`config.mk`:
```
export PLATFORM = sky130hd
export DESIGN_NAME = utf8_char_decode_validate_unit
export DESIGN_NICKNAME = d
export VERILOG_FILES = /design/src/rtl/utf8d_pkg.sv /design/src/rtl/utf8d_in_reg.sv /design/src/rtl/utf8d_decode.sv /design/src/rtl/utf8d_out_reg.sv /design/src/rtl/utf8_char_decode_validate_unit.sv
export SDC_FILE = /design/constraint.sdc
export NUM_CORES = 1
export LEC_CHECK = 0
export BUFFER_PORTS_ARGS = -buffer_cell sky130_fd_sc_hd__buf_2
export CORE_ASPECT_RATIO = 0.8
export CORE_MARGIN = 2
export CORE_UTILIZATION = 50
export DETAILED_ROUTE_END_ITERATION = 8
export HOLD_SLACK_MARGIN = 0.06
export PLACE_DENSITY = 0.72
export RECOVER_POWER = 25
export SETUP_SLACK_MARGIN = 0.05
export SYNTH_ARGS = -nofsm -noshare
export SYNTH_HDL_FRONTEND = slang
export SYNTH_SLANG_ARGS = --single-unit
export TNS_END_PERCENT = 100
```
`constraint.sdc`:
```
create_clock -name clk -period 5.5 [get_ports clk]
set_clock_uncertainty 0.1 [all_clocks]
set_input_delay 1.1 -clock clk [delete_from_list [all_inputs] [get_ports clk]]
set_output_delay 1.1 -clock clk [all_outputs]
set_load 0.02 [all_outputs]
```
`src/rtl/utf8d_pkg.sv`:
```
// Shared types and constants of the UTF-8 character decoder.
// Depends on nothing; used by every module of the block.
`default_nettype none

package utf8d_pkg;

  typedef struct packed {
    logic [7:0] byte_0;
    logic [7:0] byte_1;
    logic [7:0] byte_2;
    logic [7:0] byte_3;
    logic [7:0] byte_4;
    logic [7:0] byte_5;
    logic [2:0] avail_bytes;
  } win_t;

  typedef struct packed {
    logic [30:0] code_point;
    logic [2:0]  seq_length;
    logic        status;
  } res_t;

  localparam logic STATUS_LEGAL   = 1'b0;
  localparam logic STATUS_ILLEGAL = 1'b1;

  localparam logic [2:0] MAX_BYTES = 3'd6;

  // Leads that constrain the second byte.
  localparam logic [7:0] LEAD_E0 = 8'hE0;
  localparam logic [7:0] LEAD_ED = 8'hED;
  localparam logic [7:0] LEAD_F0 = 8'hF0;
  localparam logic [7:0] LEAD_F8 = 8'hF8;
  localparam logic [7:0] LEAD_FC = 8'hFC;

  localparam logic [7:0] MIN_AFTER_E0 = 8'hA0;
  localparam logic [7:0] MAX_AFTER_ED = 8'h9F;
  localparam logic [7:0] MIN_AFTER_F0 = 8'h90;
  localparam logic [7:0] MIN_AFTER_F8 = 8'h88;
  localparam logic [7:0] MIN_AFTER_FC = 8'h84;

  localparam logic [7:0] CONT_LOW  = 8'h80;
  localparam logic [7:0] CONT_HIGH = 8'hBF;

endpackage

`default_nettype wire

```
`src/rtl/utf8d_in_reg.sv`:
```
// Input register stage: holds one window word and its valid flag.
// Depends on utf8d_pkg.
`default_nettype none

module utf8d_in_reg (
  input  wire logic            clk,
  input  wire logic            rst,
  input  wire logic            load,
  input  wire logic            win_valid,
  input  wire utf8d_pkg::win_t win,
  output logic                 held_valid,
  output utf8d_pkg::win_t      held
);

  always_ff @(posedge clk) begin
    if (rst) begin
      held_valid <= 1'b0;
    end else if (load) begin
      held_valid <= win_valid;
    end
  end

  always_ff @(posedge clk) begin
    if (load && win_valid) begin
      held <= win;
    end
  end

endmodule

`default_nettype wire

```
`src/rtl/utf8d_decode.sv`:
```
// Combinational decode and validation of the first character of a window.
// Depends on utf8d_pkg.
`default_nettype none

module utf8d_decode (
  input  wire utf8d_pkg::win_t win,
  output utf8d_pkg::res_t      res
);

  logic [7:0]  b [6];
  logic [2:0]  avail;
  logic [2:0]  len;
  logic        cont_ok;
  logic        second_ok;
  logic [30:0] cp;

  always_comb begin
    b[0] = win.byte_0;
    b[1] = win.byte_1;
    b[2] = win.byte_2;
    b[3] = win.byte_3;
    b[4] = win.byte_4;
    b[5] = win.byte_5;
    avail = (win.avail_bytes > utf8d_pkg::MAX_BYTES) ? utf8d_pkg::MAX_BYTES
                                                     : win.avail_bytes;

    case (b[0]) inside
      [8'h00:8'h7F]: len = 3'd1;
      [8'hC2:8'hDF]: len = 3'd2;
      [8'hE0:8'hEF]: len = 3'd3;
      [8'hF0:8'hF7]: len = 3'd4;
      [8'hF8:8'hFB]: len = 3'd5;
      [8'hFC:8'hFD]: len = 3'd6;
      default:       len = 3'd0;
    endcase

    // trailing bytes only matter up to the decoded length
    cont_ok = 1'b1;
    for (int i = 1; i < 6; i++) begin
      if ((3'(i) < len) &&
          ((b[i] < utf8d_pkg::CONT_LOW) || (b[i] > utf8d_pkg::CONT_HIGH))) begin
        cont_ok = 1'b0;
      end
    end

    case (b[0])
      utf8d_pkg::LEAD_E0: second_ok = (b[1] >= utf8d_pkg::MIN_AFTER_E0);
      utf8d_pkg::LEAD_ED: second_ok = (b[1] <= utf8d_pkg::MAX_AFTER_ED);
      utf8d_pkg::LEAD_F0: second_ok = (b[1] >= utf8d_pkg::MIN_AFTER_F0);
      utf8d_pkg::LEAD_F8: second_ok = (b[1] >= utf8d_pkg::MIN_AFTER_F8);
      utf8d_pkg::LEAD_FC: second_ok = (b[1] >= utf8d_pkg::MIN_AFTER_FC);
      default:            second_ok = 1'b1;
    endcase

    case (len)
      3'd1:    cp = {24'd0, b[0][6:0]};
      3'd2:    cp = {20'd0, b[0][4:0], b[1][5:0]};
      3'd3:    cp = {15'd0, b[0][3:0], b[1][5:0], b[2][5:0]};
      3'd4:    cp = {10'd0, b[0][2:0], b[1][5:0], b[2][5:0], b[3][5:0]};
      3'd5:    cp = {5'd0, b[0][1:0], b[1][5:0], b[2][5:0], b[3][5:0], b[4][5:0]};
      3'd6:    cp = {b[0][0], b[1][5:0], b[2][5:0], b[3][5:0], b[4][5:0], b[5][5:0]};
      default: cp = 31'd0;
    endcase

    if ((len != 3'd0) && (len <= avail) && cont_ok && second_ok) begin
      res.code_point = cp;
      res.seq_length = len;
      res.status     = utf8d_pkg::STATUS_LEGAL;
    end else begin
      res.code_point = 31'd0;
      res.seq_length = 3'd0;
      res.status     = utf8d_pkg::STATUS_ILLEGAL;
    end
  end

endmodule

`default_nettype wire

```
`src/rtl/utf8d_out_reg.sv`:
```
// Result register stage: holds one decoded result word until it is taken.
// Depends on utf8d_pkg.
`default_nettype none

module utf8d_out_reg (
  input  wire logic            clk,
  input  wire logic            rst,
  input  wire logic            load,
  input  wire logic            next_valid,
  input  wire utf8d_pkg::res_t next_res,
  output logic                 res_valid,
  output utf8d_pkg::res_t      res
);

  always_ff @(posedge clk) begin
    if (rst) begin
      res_valid <= 1'b0;
    end else if (load) begin
      res_valid <= next_valid;
    end
  end

  always_ff @(posedge clk) begin
    if (load && next_valid) begin
      res <= next_res;
    end
  end

endmodule

`default_nettype wire

```
`src/rtl/utf8_char_decode_validate_unit.sv`:
```
// Top level of the UTF-8 character decoder: input register, decode, result register.
// Depends on utf8d_pkg, utf8d_in_reg, utf8d_decode and utf8d_out_reg.
//
//   channel  direction  handshake             word
//   win      in         win_valid/win_stall   utf8d_pkg::win_t
//   res      out        res_valid/res_stall   utf8d_pkg::res_t
//
// One window word per cycle while win_stall is low; an accepted word passes the
// input register, then the result register behind the decode logic.
// rst is synchronous and clears both stage valid flags only.
// res_stall holds the result register; the input register then holds too and
// win_stall rises in the same cycle once the input register is occupied.
`default_nettype none

module utf8_char_decode_validate_unit (
  input  wire logic            clk,
  input  wire logic            rst,
  input  wire logic            win_valid,
  output logic                 win_stall,
  input  wire utf8d_pkg::win_t win,
  output logic                 res_valid,
  input  wire logic            res_stall,
  output utf8d_pkg::res_t      res
);

  logic            held_valid;
  utf8d_pkg::win_t held;
  utf8d_pkg::res_t dec_res;
  logic            out_load;
  logic            in_load;

  assign out_load  = !res_valid || !res_stall;
  assign in_load   = !held_valid || out_load;
  assign win_stall = !in_load;

  utf8d_in_reg u_in (
    .clk        (clk),
    .rst        (rst),
    .load       (in_load),
    .win_valid  (win_valid),
    .win        (win),
    .held_valid (held_valid),
    .held       (held)
  );

  utf8d_decode u_dec (
    .win (held),
    .res (dec_res)
  );

  utf8d_out_reg u_out (
    .clk        (clk),
    .rst        (rst),
    .load       (out_load),
    .next_valid (held_valid),
    .next_res   (dec_res),
    .res_valid  (res_valid),
    .res        (res)
  );

endmodule

`default_nettype wire

```
==> results.py <==
metrics = {
    "status": {
        "status": "finished, final reports clean",
    },
    "pwr": {
        "p_per_area_nw_per_um2": 290,
        "ir_worst_vdd_mv": 0.140,
        "seqPwrFrac": 0.607,
        "p_clk_frac": 0.295,
        "switchingPower_mw": 0.347,
        "pwr-share-comb": 0.098,
        "p_int_mw": 0.989,
        "finalPower_mw": 1.34,
        "p_sw_frac": 0.260,
        "power.leakage_nw": 1.64,
    },
    "logic_synthesis": {
        "ys_types": 41,
        "syn_area_um2": 3900,
        "ys_async_sr_fraction": 0,
        "postSynthAreaPerCell_um2": 13.1,
        "ys_ff_latch": 88,
        "ys_warn_count": 0,
        "syn_inst": 298,
        "synth_nets": 356,
        "synth_top_flop_cell": "edfxtp_1",
        "ys_seq_area_frac": 0.673,
        "synth_edf_count": 86,
    },
    "final_layout": {
        "diodes": 0,
        "final_nets": 438,
        "syn_to_final_growth_pct": 18.0,
        "multi_input_area_um2": 1140,
        "layout_commonest_cell": "buf_2",
        "drive_above_1_share": 0.309,
        "fillers": 628,
        "ff_latch_area_um2": 2620,
        "mostFrequentLayoutCells": "90 x buf_2, 86 x edfxtp_1, 23 x nor2_1, 21 x a21oi_1, 17 x nand2_1",
    },
    "timing": {
        "slew_headroom": 0.161,
        "setup-tns-final_ns": 0,
        "finalSetupViolations": 0,
        "finalHoldViolCount": 0,
        "slew_violations": 0,
        "finalCritPeriodShare": 0.696,
        "hold_ws_ns": 0.440,
        "worst_pin_slew_ns": 1.25,
        "fin_crit_ns": 3.83,
        "timing.fmax_ghz": 0.261,
        "rsz0062_at_grt": "false",
    },
    "floorplan": {
        "core_area_um2": 7460,
        "fp.dieW_um": 103,
        "die_y_um": 83.0,
        "die_area_um2": 8520,
        "num_rows": 28,
        "ioPinCount": 92,
        "start_util": 0.522,
    },
    "worst_setup_path": {
        "cp.arrival_ns": 3.82,
        "path_max_fanout": 22,
        "end_kind": "register",
        "crit_type": "reg2reg",
        "start_kind": "register",
        "r2r_setup_slack_ns": 1.67,
        "required_ns": 5.49,
    },
    "global_route": {
        "grt_pass1_vias": 2721,
        "grt_use_total": 0.228,
        "grt_pass1_wl_mm": 14.6,
        "grt_overflow": 0,
        "antenna_found_initial": 0,
        "grt_max_degree": 52,
    },
    "clock_tree": {
        "cts_buffers": 9,
        "clk_pin_slew_ns": 0.09,
        "cts_root_buffer": "clkbuf_8",
        "cts.sinks": 88,
        "cts_tree": "built",
        "cts_buffer_depth": 2,
        "ctsResizeCount": 0,
        "hold_buffers": 0,
        "clock_latency_ns": 0.36,
        "post_cts_buffers": 0,
        "cts_htree_levels": 3,
    },
    "placement": {
        "port_buffers": 91,
        "dpl.hpwl_mm": 6.38,
        "globalplace.congestion": 0.913,
    },
    "drt": {
        "antenna_left": 0,
        "dr_wl_met3_um": 759,
        "maxUsedRoutingLayer": "met4",
        "wl_per_cell_um": 18.9,
        "via_count": 2892,
        "finalWirelength_mm": 9.28,
        "drc": 0,
        "initialDrtViolationCount": 364,
        "wl_met1_mm": 4.08,
        "wl_met2_mm": 4.34,
        "drtPass1Iterations": 5,
        "via_per_inst": 5.90,
    },
    "run": {
        "maxCapViolCount": 0,
    },
    "worst_hold_path": {
        "hp-class": "reg2reg",
    },
}
-- synthesized netlist by cell type, types with 7 or more instances --
| cell type | number | area, µm² |
|---|---|---|
| a21oi_1 | 21 | 105 |
| a221oi_1 | 7 | 61.3 |
| a222oi_1 | 11 | 110 |
| a22oi_1 | 11 | 82.6 |
| clkbuf_1 | 16 | 60.1 |
| edfxtp_1 | 86 | 2580 |
| inv_1 | 13 | 48.8 |
| nand2_1 | 17 | 63.8 |
| nor2_1 | 23 | 86.3 |
| nor2b_1 | 11 | 68.8 |
| nor4_1 | 15 | 93.8 |
| o21ai_0 | 9 | 45.0 |
-- final cells by class --
type	instances	share of cell area
Timing Repair Buffer	95	0.105
Clock inverter	7	0.0103
Multi-Input combinational cell	173	0.249
Tap cell	105	0.0285
Inverter	13	0.0106
Sequential cell	88	0.570
Clock buffer	9	0.0269
-- power groups by stage --
stage,clock network [mW],registers [mW],logic [mW]
floorplan,0,0.829,0.0688
global placement,0,0.825,0.126
detailed placement,0,0.826,0.130
CTS,0.399,0.811,0.131
global route,0.431,0.815,0.144
finish,0.394,0.811,0.130
-- critical path, cell delays in order, from the launching register on --
cell and delay, ns:
edfxtp_1 0.52, nand3_1 0.17, nor2_1 0.81, nor3_2 0.17, inv_1 0.15, ha_1 0.15, nor2b_1 0.13, o21ai_0 0.08
a32oi_1 0.19, buf_4 0.30, nor3_1 0.09, o21bai_2 0.57, nor2_1 0.13
-- state kept, by name (all words and copies together) (netlist names) --
| signal | flops |
|---|---|
| u_in.held_valid | 1 |
| u_out.res | 35 |
| u_out.res_valid | 1 |
| u_in.held | 51 |
-- final timing paths --
kind,from,endpoint,depth (start not counted)
worst max-delay path,u_in.held[48]$_DFFE_PP_,u_out.res[11]$_SDFFCE_PN0P_,12
worst max register to register,u_in.held[48]$_DFFE_PP_,u_out.res[11]$_SDFFCE_PN0P_,12
worst min register to register,u_in.held_valid$_SDFFE_PP0N_,u_out.res_valid$_SDFFE_PP0P_,2
worst min-delay path,u_in.held_valid$_SDFFE_PP0N_,u_out.res_valid$_SDFFE_PP0P_,2
-- kinds of logic (layout without fill, tap and decap cells) --
kind of cell	Yosys count	count (layout)	share of synthesized area
flops	88	88	0.673
simple gates	87	87	0.117
compound gates	83	83	0.159
buf+inv	37	124	0.0414
fa+ha+maj	3	3	0.00963
-- through the flow --
step,setup slack (ns),std cells,util,cell area [µm²]
floorplan,1.23,298,-,3900
finish,1.67,490,0.617,4600
global route,1.37,490,0.617,4600
CTS,1.71,490,0.617,4600
detailed placement,1.73,474,0.594,4430
global placement,1.94,474,0.594,4430
-- per-layer routing --
metal  track usage  up-vias
met1         0.341     1374
met3        0.0522       12
met2         0.338      165
li1              -     1341
met5             0        -
met4        0.0594        0
(Power assumes the default switching activity.)
